===== config.mk =====
export PLATFORM = sky130hd
export DESIGN_NAME = bitmap_block_allocator
export DESIGN_NICKNAME = d
export VERILOG_FILES = /design/src/rtl/core/bba_pkg.sv /design/src/rtl/core/bba_ffs.sv /design/src/rtl/core/bitmap_block_allocator.sv
export SDC_FILE = /design/constraint.sdc
export NUM_CORES = 1
export LEC_CHECK = 0
export ABC_AREA = 1
export BUFFER_PORTS_ARGS = -buffer_cell sky130_fd_sc_hd__buf_2
export CAP_MARGIN = 20
export CORE_MARGIN = 2
export CORE_UTILIZATION = 60
export CTS_CLUSTER_SIZE = 8
export DETAILED_ROUTE_END_ITERATION = 12
export GPL_TIMING_DRIVEN = 0
export HOLD_SLACK_MARGIN = 0.06
export PLACE_DENSITY = 0.77
export SYNTH_ARGS = -nofsm -noshare
export SYNTH_HDL_FRONTEND = slang
export SYNTH_SLANG_ARGS = --single-unit
export TNS_END_PERCENT = 10

===== constraint.sdc =====
create_clock -name clock -period 4.55 [get_ports clock]
set_input_delay 0.455 -clock clock [delete_from_list [all_inputs] [get_ports clock]]
set_output_delay 0.455 -clock clock [all_outputs]
set_load 0.02 [all_outputs]

===== src/rtl/core/bba_pkg.sv =====
// Shared types and constants for the bitmap block allocator.
// No dependencies; imported by every module of the block.
package bba_pkg;

   localparam int NUM_BLOCKS = 256;
   localparam int WORD_BITS  = 32;
   localparam int MAP_WORDS  = (NUM_BLOCKS + WORD_BITS - 1) / WORD_BITS;

   localparam int BIT_W  = $clog2(WORD_BITS);
   localparam int WPTR_W = (MAP_WORDS > 1) ? $clog2(MAP_WORDS) : 1;
   localparam int IDX_W  = WPTR_W + BIT_W;
   localparam int CNT_W  = $clog2(NUM_BLOCKS + 1);

   // Port widths fixed by the item format.
   localparam int CMD_W      = 2;
   localparam int REQ_IDX_W  = 8;
   localparam int GRANT_W    = 8;
   localparam int USED_CNT_W = 9;

   typedef enum logic [CMD_W-1:0] {
      CMD_ALLOC = 2'd0,
      CMD_FREE  = 2'd1,
      CMD_MARK  = 2'd2
   } cmd_type;

   typedef struct packed {
      logic             found;
      logic [BIT_W-1:0] pos;
   } ffs_result_type;

endpackage


===== src/rtl/core/bba_ffs.sv =====
// Find-first-set priority encoder over one map word (lowest bit wins).
// Depends on bba_pkg.
module bba_ffs (
   input  logic [bba_pkg::WORD_BITS-1:0] word,
   output bba_pkg::ffs_result_type       result
);
   import bba_pkg::*;

   always_comb begin
      result.found = 1'b0;
      result.pos   = '0;
      for (int i = WORD_BITS - 1; i >= 0; i--) begin
         if (word[i]) begin
            result.found = 1'b1;
            result.pos   = BIT_W'(i);
         end
      end
   end

endmodule


===== src/rtl/core/bitmap_block_allocator.sv =====
// First-fit bitmap block allocator: top level with sequencer and map memory.
// Depends on bba_pkg and bba_ffs.
//
// Usage:
//   req channel (req_valid / req_stall) carries one command item: allocate
//   the lowest free block, free req_block_index, or mark req_block_index
//   used. Out-of-range indexes and the unused command code change nothing.
//   rsp channel (rsp_valid / rsp_stall) returns exactly one item per
//   request: granted index (allocate only), status (1 = map full on
//   allocate) and the used-block count after the request.
// Sequencing:
//   One item at a time; req_stall is high from acceptance until the result
//   is taken. The map is read one 32-bit word per cycle through a registered
//   read port and a single shared find-first-set encoder scans that word.
//   Allocate fetches word 0, then scans the words in order up to the first
//   one holding a free block (one to eight words; a full map scans all eight).
//   Free / mark fetch the addressed word, then modify it. Unused command or
//   out-of-range index: answered with no map access.
//   Once the result is taken the sequencer returns to idle.
// Reset:
//   Synchronous, active high. Per-word valid bits make the whole map read as
//   free at once and the tally goes to zero; no clearing pass is needed.
// Back-pressure:
//   While rsp_stall is high the result item holds steady and no new request
//   is accepted.
module bitmap_block_allocator (
   input  logic                              clock,
   input  logic                              reset,
   input  logic                              req_valid,
   output logic                              req_stall,
   input  logic [bba_pkg::CMD_W-1:0]         req_command,
   input  logic [bba_pkg::REQ_IDX_W-1:0]     req_block_index,
   output logic                              rsp_valid,
   input  logic                              rsp_stall,
   output logic [bba_pkg::GRANT_W-1:0]       rsp_granted_index,
   output logic                              rsp_status,
   output logic [bba_pkg::USED_CNT_W-1:0]    rsp_used_count
);
   import bba_pkg::*;

   typedef enum logic [2:0] {
      ST_IDLE,
      ST_FETCH,
      ST_SCAN,
      ST_MODIFY,
      ST_RESP
   } state_type;

   state_type state_ff;

   // Latched request; the word index goes straight to the read pointer.
   cmd_type              cmd_ff;
   logic [BIT_W-1:0]     cmd_idx_ff;

   // Map memory: one word per 32 blocks, valid bit per word so reset clears at once.
   logic [WORD_BITS-1:0] map_mem [MAP_WORDS];
   logic [MAP_WORDS-1:0] word_vld_ff;

   // Read port: address presented in scan_ptr_ff, data registered.
   logic [WPTR_W-1:0]    scan_ptr_ff;
   logic [WPTR_W-1:0]    word_ptr_ff;    // address of the word now in rd_word_ff
   logic [WORD_BITS-1:0] rd_word_ff;
   logic                 rd_vld_ff;

   logic [CNT_W-1:0]     tally_ff;

   logic [GRANT_W-1:0]    rsp_granted_index_ff;
   logic                  rsp_status_ff;
   logic [USED_CNT_W-1:0] rsp_used_count_ff;
   logic                  rsp_valid_ff;

   // Write port and next-state helpers.
   logic                 mem_we;
   logic [WORD_BITS-1:0] mem_wdata;
   logic [WORD_BITS-1:0] cur_word;
   logic [CNT_W-1:0]     tally_in;
   ffs_result_type       ffs_res;
   logic [31:0]          hit_blk;
   logic                 hit_ok;
   logic                 last_word;
   logic [BIT_W-1:0]     bit_sel;
   logic                 bit_was;
   logic                 bit_set;
   logic                 req_in_range;
   logic                 req_take;

   assign req_take     = req_valid && !req_stall;
   assign req_in_range = 32'(req_block_index) < NUM_BLOCKS;
   assign req_stall    = (state_ff != ST_IDLE);

   assign cur_word = rd_vld_ff ? rd_word_ff : '0;

   // Shared encoder: searches the free bits of the current word.
   bba_ffs u_ffs (
      .word   (~cur_word),
      .result (ffs_res)
   );

   assign hit_blk   = 32'({word_ptr_ff, ffs_res.pos});
   assign hit_ok    = ffs_res.found && (hit_blk < NUM_BLOCKS);
   assign last_word = (word_ptr_ff == WPTR_W'(MAP_WORDS - 1));
   assign bit_sel   = cmd_idx_ff;
   assign bit_was   = cur_word[bit_sel];
   assign bit_set   = (cmd_ff == CMD_MARK);

   always_comb begin
      mem_we    = 1'b0;
      mem_wdata = cur_word;
      tally_in  = tally_ff;
      unique case (state_ff)
         ST_SCAN: begin
            if (hit_ok) begin
               mem_we               = 1'b1;
               mem_wdata[ffs_res.pos] = 1'b1;
               tally_in             = tally_ff + CNT_W'(1);
            end
         end
         ST_MODIFY: begin
            // Redundant free / mark leaves word and tally alone.
            if (bit_set != bit_was) begin
               mem_we             = 1'b1;
               mem_wdata[bit_sel] = bit_set;
               tally_in           = bit_set ? tally_ff + CNT_W'(1) : tally_ff - CNT_W'(1);
            end
         end
         default: begin
         end
      endcase
   end

   // Map memory and its registered read port.
   always_ff @(posedge clock) begin
      if (mem_we) begin
         map_mem[word_ptr_ff] <= mem_wdata;
      end
      rd_word_ff <= map_mem[scan_ptr_ff];
   end

   always_ff @(posedge clock) begin
      if (reset) begin
         word_vld_ff <= '0;
         rd_vld_ff   <= 1'b0;
      end else begin
         if (mem_we) begin
            word_vld_ff[word_ptr_ff] <= 1'b1;
         end
         rd_vld_ff <= word_vld_ff[scan_ptr_ff];
      end
   end

   // Sequencer with registered result item.
   always_ff @(posedge clock) begin
      if (reset) begin
         state_ff             <= ST_IDLE;
         tally_ff             <= '0;
         rsp_valid_ff         <= 1'b0;
         scan_ptr_ff          <= '0;
         word_ptr_ff          <= '0;
         cmd_ff               <= CMD_ALLOC;
         cmd_idx_ff           <= '0;
         rsp_granted_index_ff <= '0;
         rsp_status_ff        <= 1'b0;
         rsp_used_count_ff    <= '0;
      end else begin
         word_ptr_ff <= scan_ptr_ff;
         tally_ff    <= tally_in;
         unique case (state_ff)
            ST_IDLE: begin
               if (req_take) begin
                  cmd_ff               <= cmd_type'(req_command);
                  cmd_idx_ff           <= req_block_index[BIT_W-1:0];
                  rsp_granted_index_ff <= '0;
                  rsp_status_ff        <= 1'b0;
                  rsp_used_count_ff    <= USED_CNT_W'(tally_ff);
                  priority if (req_command == CMD_ALLOC) begin
                     scan_ptr_ff <= '0;
                     state_ff    <= ST_FETCH;
                  end else if ((req_command == CMD_FREE || req_command == CMD_MARK)
                               && req_in_range) begin
                     scan_ptr_ff <= WPTR_W'(32'(req_block_index) >> BIT_W);
                     state_ff    <= ST_FETCH;
                  end else begin
                     // Unused code or out-of-range index: no map access.
                     rsp_valid_ff <= 1'b1;
                     state_ff     <= ST_RESP;
                  end
               end
            end
            ST_FETCH: begin
               // Read of the first word is in flight.
               scan_ptr_ff <= scan_ptr_ff + WPTR_W'(1);
               state_ff    <= (cmd_ff == CMD_ALLOC) ? ST_SCAN : ST_MODIFY;
            end
            ST_SCAN: begin
               priority if (hit_ok) begin
                  rsp_granted_index_ff <= GRANT_W'(hit_blk);
                  rsp_used_count_ff    <= USED_CNT_W'(tally_in);
                  rsp_valid_ff         <= 1'b1;
                  state_ff             <= ST_RESP;
               end else if (ffs_res.found || last_word) begin
                  // Only padding bits free, or all words used: map full.
                  rsp_status_ff <= 1'b1;
                  rsp_valid_ff  <= 1'b1;
                  state_ff      <= ST_RESP;
               end else begin
                  scan_ptr_ff <= scan_ptr_ff + WPTR_W'(1);
               end
            end
            ST_MODIFY: begin
               rsp_used_count_ff <= USED_CNT_W'(tally_in);
               rsp_valid_ff      <= 1'b1;
               state_ff          <= ST_RESP;
            end
            ST_RESP: begin
               if (!rsp_stall) begin
                  rsp_valid_ff <= 1'b0;
                  state_ff     <= ST_IDLE;
               end
            end
            default: begin
               state_ff <= ST_IDLE;
            end
         endcase
      end
   end

   assign rsp_valid         = rsp_valid_ff;
   assign rsp_granted_index = rsp_granted_index_ff;
   assign rsp_status        = rsp_status_ff;
   assign rsp_used_count    = rsp_used_count_ff;

endmodule


==> Yosys cells after proc, flatten, opt, wreduce, memory -nomap -nowiden <==
Memory sizes are Yosys's and may differ from the RTL's. A register that Yosys moved wholly into a read port is not among the register bits.
Cells that the tools add are included.
{ "totals": {"reg_bits": 53, "latch_bits": 0, "mem_bits_rw": 256, "mem_bits_ro": 0, "word_cells": 155, "mem_count": 1} }
{ "classes": {"add_sub_neg": 3, "multipliers": 0, "n_div": 0, "order_cmp": 8, "n_eq_ne": 19, "n_shift": 0, "muxes": 86, "n_bitwise": 3, "reduce_logical": 23} }
{ "memory_table": {"columns": ["name", "depth", "word_bits", "read_ports", "rd_ports_with_merged_regs", "wr", "line_no", "text"], "rows": [
  ["map_mem", 8, 32, 1, 1, 1, "bitmap_block_allocator.sv:56", "logic [WORD_BITS-1:0] map_mem [MAP_WORDS];"]
]} }
{ "ops": {"columns": ["cell", "count"], "rows": [
  ["6-bit 2-to-1 mux", 32],
  ["32-bit 2-to-1 mux", 3],
  ["32-bit case mux with 2 select lines", 1],
  ["9-bit 2-to-1 mux", 5],
  ["3-bit 2-to-1 mux", 11],
  ["32-bit bitwise mux", 1],
  ["32-bit NOT", 1],
  ["32-bit OR", 1],
  ["9-bit case mux with 3 select lines", 1],
  ["1-bit 2-to-1 mux", 18],
  ["9-bit case mux with 2 select lines", 1],
  ["8-bit 2-to-1 mux", 2],
  ["2-bit != test (second input constant)", 8],
  ["8-bit case mux with 2 select lines", 1],
  ["3-bit case mux with 5 select lines", 1],
  ["5-bit by 6-bit less-than comparator with 1-bit output (second input constant)", 2],
  ["1-bit demux with 5-bit select", 2],
  ["5-bit by 1-bit greater-or-equal comparator with 1-bit output (second input constant)", 2],
  ["9-bit by 1-bit adder with 9-bit output (second input constant)", 1],
  ["8-bit by 9-bit less-than comparator with 1-bit output (second input constant)", 1],
  ["3-bit case mux with 3 select lines", 1],
  ["3-bit AND reduction", 3],
  ["3-bit nonzero test", 3],
  ["9-bit by 1-bit subtractor with 9-bit output (second input constant)", 1],
  ["27 further kinds", 39]
]} }

==> Longest topological paths before layout <==
{ "depth": {"ltp_word": 41, "mapped_depth": 36, "mapped_depth_nobuf": 36} }

==> Hierarchy <==
From an unflattened synthesis, not the netlist that was laid out.
{ "hier_totals": {"cells_unflattened": 1651, "area_unflattened_um2": 15492.4} }
{ "modules_own_cells": {"columns": ["module", "n_inst", "cells_per_inst", "area_each_um2"], "rows": [
  ["bitmap_block_allocator", 1, 1542, 15005.6],
  ["bba_ffs", 1, 109, 486.7]
]} }

==> Worst setup path after synthesis <==
Ideal clock, no wire load.
{ "synth_timing": {"path_type": "flip-flop to flip-flop", "start": "register rd_vld_ff", "end": "memory map_mem[0][0] (enable)", "setup_ns": 0.417, "arrival_ns": 3.230, "required_ns": 4.133, "slack_ns": 0.903, "path_stages_with_launch": 12, "path_buffers": 2, "period_less_slack_ns": 3.647, "path_cell_list": "dfxtp_1 > buf_4 > buf_6 > nand2_2 > a221o_1 > a221oi_2 > nand4_2 > nand2_4 > inv_4 > o21ai_2 > inv_2 > nor3_2"} }
{ "synth_between": {"elab_chain_cells": 40, "elab_cells_between_ends": 44} }
{ "synth_rtl": {"columns": ["item", "line_no", "text"], "rows": [
  ["start: declaration", "bitmap_block_allocator.sv:63", "logic rd_vld_ff;"],
  ["start signal: assignment", "bitmap_block_allocator.sv:147", "rd_vld_ff <= word_vld_ff[scan_ptr_ff];"],
  ["32-bit 2-to-1 mux (*)", "bitmap_block_allocator.sv:91", "assign cur_word = rd_vld_ff ? rd_word_ff : '0;"],
  ["32-bit NOT", "bitmap_block_allocator.sv:95", ".word (~cur_word),"],
  ["6-bit 2-to-1 mux (32 in a row)", "bba_ffs.sv:13", "if (word[i]) begin"],
  ["8-bit by 9-bit less-than comparator with 1-bit output", "bitmap_block_allocator.sv:100", "assign hit_ok = ffs_res.found && (hit_blk < NUM_BLOCKS);"],
  ["1-bit logical AND", "bitmap_block_allocator.sv:100", null],
  ["1-bit 2-to-1 mux", "bitmap_block_allocator.sv:112", "if (hit_ok) begin"],
  ["1-bit case mux with 2 select lines (*)", "bitmap_block_allocator.sv:110", "unique case (state_ff)"],
  ["1-bit 2-to-1 mux (*)", "bitmap_block_allocator.sv:133", "if (mem_we) begin"],
  ["1-bit 2-to-1 mux (implied by the code) (*)", "bitmap_block_allocator.sv:134", "map_mem[word_ptr_ff] <= mem_wdata;"],
  ["end: declaration", "bitmap_block_allocator.sv:56", null]
]} }
Every way passes the cells marked *; elsewhere a longest branch is shown, timed or not. The select of a mux whose other input is x is not followed.

==> Worst setup path in the final report <==
{ "layout_timing": {"start": "register state_ff[1]", "end": "memory map_mem[7][11] (enable)"} }
{ "layout_between": {"elab_chain_cells": 4, "elab_cells_between_ends": 5} }
{ "layout_rtl": {"columns": ["item", "line_no", "text"], "rows": [
  ["start: declaration", "bitmap_block_allocator.sv:49", "state_type state_ff;"],
  ["start signal: assignment", "bitmap_block_allocator.sv:192", "state_ff <= (cmd_ff == CMD_ALLOC) ? ST_SCAN : ST_MODIFY;"],
  ["3-bit by 2-bit equality test with 1-bit output", "bitmap_block_allocator.sv:110", null],
  ["1-bit case mux with 2 select lines (*)", "bitmap_block_allocator.sv:110", null],
  ["1-bit 2-to-1 mux (*)", "bitmap_block_allocator.sv:133", null],
  ["1-bit 2-to-1 mux (implied by the code) (*)", "bitmap_block_allocator.sv:134", null]
]} }
Every way passes the cells marked *; elsewhere a longest branch is shown, timed or not.

==> results.toml <==
[outcome]
status = "finished, final reports clean"

[synth]
ys_ff_latch = 341
synth_cells = 1620
syn_area_per_cell_sq_um = 9.51
yosys_warnings = 0
synth_most_common_cell = "nor2_1"
netlist.area_leader.share_pct = 49.9
ys_seq_area_share_pct = 61.0
yosys.cell_types.count = 52
synth.net_count = 1640
synth_edf_count = 256
yosys.area.top_type = "edfxtp_1"
ys_top_cells_by_area = "edfxtp_1 50%, dfxtp_1 11%, nor2_1 7.8%"
synth_commonest_cells = "322 x nor2_1, 256 x edfxtp_1, 216 x nand2_1, 180 x o21ai_0, 110 x inv_1"
syn_area_sq_mm = 0.0154
async_flop_share_pct = 0
synth_flop_cell = "edfxtp_1"

[sta]
setup_viol = 0
timing.fmax_mhz = 229
timing.slew.headroom_pct = 32.0
hold_ws_ns = 0.145
timing.final.crit_share_pct = 96.1
drv_slew = 0
hold_viol = 0
fin_ws_ns = 0.176
tightest_slew_ns = 1.02
fin_crit_ns = 4.37
rsz0062_at_grt = "false"
clock_skew_ns = 0.0111

[clock_tree]
cts_root_buffer = "clkbuf_16"
postCtsSetupBuffers = 0
cts_repair_resize_count = 0
clk_pin_slew_ns = 0.05
tritoncts = "yes"
cts.path.max_buffers = 3
insertion_delay_ns = 0.55
numCtsBuffers = 48
cts_hold_buf = 0
clkSinkCount = 341
htreeDepth = 2

[setup_path]
critPathCaptureType = "flop"
reg2reg_from = "state_ff[1]"
required_ns = 4.80
cp.arrival_ns = 4.63
ff2ff_path_depth = 12
crit_type = "reg2reg"
reg2reg_to = "map_mem[7][11]"
cp_max_fo = 10
start_kind = "flop"
rrSetupSlack_ns = 0.18

[cells_and_area]
antenna_cells = 0
fillers = 1842
fin_nets = 1741
area_growth_syn_to_layout_pct = 15.5
fin_cells = 2085
drive_gt1_share_pct = 8.77
finalCoreUtilization_pct = 70.6

[routing]
wire_per_inst_um = 23.1
first_pass_iters = 6
drc = 0
vias = 13100
post_drt_via_cell_ratio = 6.28
drtIter0Drc = 1735
drtAntennaViolNets = 0
postRouteWirelength_um = 48100

[place]
place.port_buffers = 33
numPlacedInstances = 2001
place_ws_ns = 0.347
routabilityCongestion = 1.04
dp_hpwl_um = 32900

[floorplanning]
die_height_um = 164
design.core.area_sq_mm = 0.0252
rows = 58
die_area_sq_mm = 0.0270
die_w_um = 164
pin_count = 34
start_util_pct = 61.2

[worst_hold_path]
hold-path-endpoint = "word_ptr_ff[0]"
hold_path_depth = 2
hp-start = "reset"
hp-class = "in2reg"

[global_routing]
grt_max_degree = 18
antenna_found_initial = 0
grt_use_total_pct = 36.2
grt_pass1_vias = 12800
grt_pass1_wl_um = 72400
overflow = 0

[power_and_ir_drop]
power.leakage_nw = 6.59
ir_drop_mv = 0.400
powerDensity_mw_per_mm2 = 631
total_power_mw = 11.2

[flow_run]
max_cap_violations = 0
## per-layer routing
metal / part of all wire [%] / GRT usage [%]
met5: 0 / 0
met4: 3.7 / 15.7
met1: 39 / 47.8
met2: 47 / 59.7
met3: 9.7 / 5.78
## worst max-delay path, cell delays in order, from the launching register on
cell	delay (ns)
dfxtp_1	0.32
inv_1	0.08
nor2_1	0.34
inv_2	0.23
nor2_1	0.36
inv_1	0.22
nor2_1	0.71
inv_1	0.41
o21ai_2	0.19
inv_2	0.18
nor4_4	0.57
buf_6	0.28
buf_6	0.17
## per-stage QoR
stage                     cell area [sq um]  setup TNS [ns]
after global routing                  17800               0
after floorplan                       15400               0
final                                 17800               0
after CTS                             17800               0
after global placement                16000         -268.49
after detailed placement              16400               0
## power by group
part | leakage (nW) | total, mW | internal (mW) | switching (mW)
Combinational | 2.90 | 3.81 | 0.999 | 2.81
Clock | 0.667 | 3.30 | 2.01 | 1.29
Sequential | 3.02 | 4.11 | 3.82 | 0.290
Total | 6.59 | 11.2 | 6.84 | 4.39
## worst max path at each step
stage,start,to,slack [ns],depth (start not counted)
floorplan,rd_vld_ff,map_mem[0][0],0.90,11
global placement,state_ff[1],map_mem[4][8],-1.28,10
detailed placement,state_ff[1],map_mem[7][7],0.35,12
CTS,state_ff[1],map_mem[7][11],0.32,12
global route,state_ff[1],map_mem[7][11],0.05,12
finish,state_ff[1],map_mem[7][11],0.18,12
## registers in the layout, summed over array words and instances, names as in the netlist, 2 cells and up
register           cells
bit_sel                5
cmd_ff                 2
map_mem              256
rd_word_ff            32
rsp_granted_index      8
rsp_used_count         9
scan_ptr_ff            3
state_ff               3
tally_ff               9
word_ptr_ff            3
word_vld_ff            8
## cells in the final DEF (no fill, tap or decap), drive strengths merged, types with 55 or more instances in the layout
cell type  count
nand2        225
a21oi         71
dfxtp         85
nand3         55
clkbuf       150
inv          122
nor2         327
edfxtp       256
buf           66
o21ai        193
## layout make-up
type | count | area, sq um | area share (%)
sequential | 341 | 9390 | 52.8
multi-input combinational | 1073 | 5230 | 29.4
clock buffer | 82 | 1360 | 7.65
timing repair buffer | 51 | 529 | 2.98
inverter | 123 | 465 | 2.62
tap | 330 | 413 | 2.32
buffer | 83 | 353 | 1.98
clock inverter | 2 | 46.3 | 0.260
## kinds of logic (layout without fill, tap and decap cells)
group	after synthesis	count (layout)	share of synthesized area (%)
AO/OA/AOI/OAI	391	391	14.3
adder cells (fa/ha/maj)	6	6	0.487
XOR/XNOR	9	9	0.512
buffers and inverters	206	341	5.31
AND/OR/NAND/NOR	667	667	18.4
flip-flops	341	341	61.0
No activity file was read; power rests on OpenSTA's default activity.
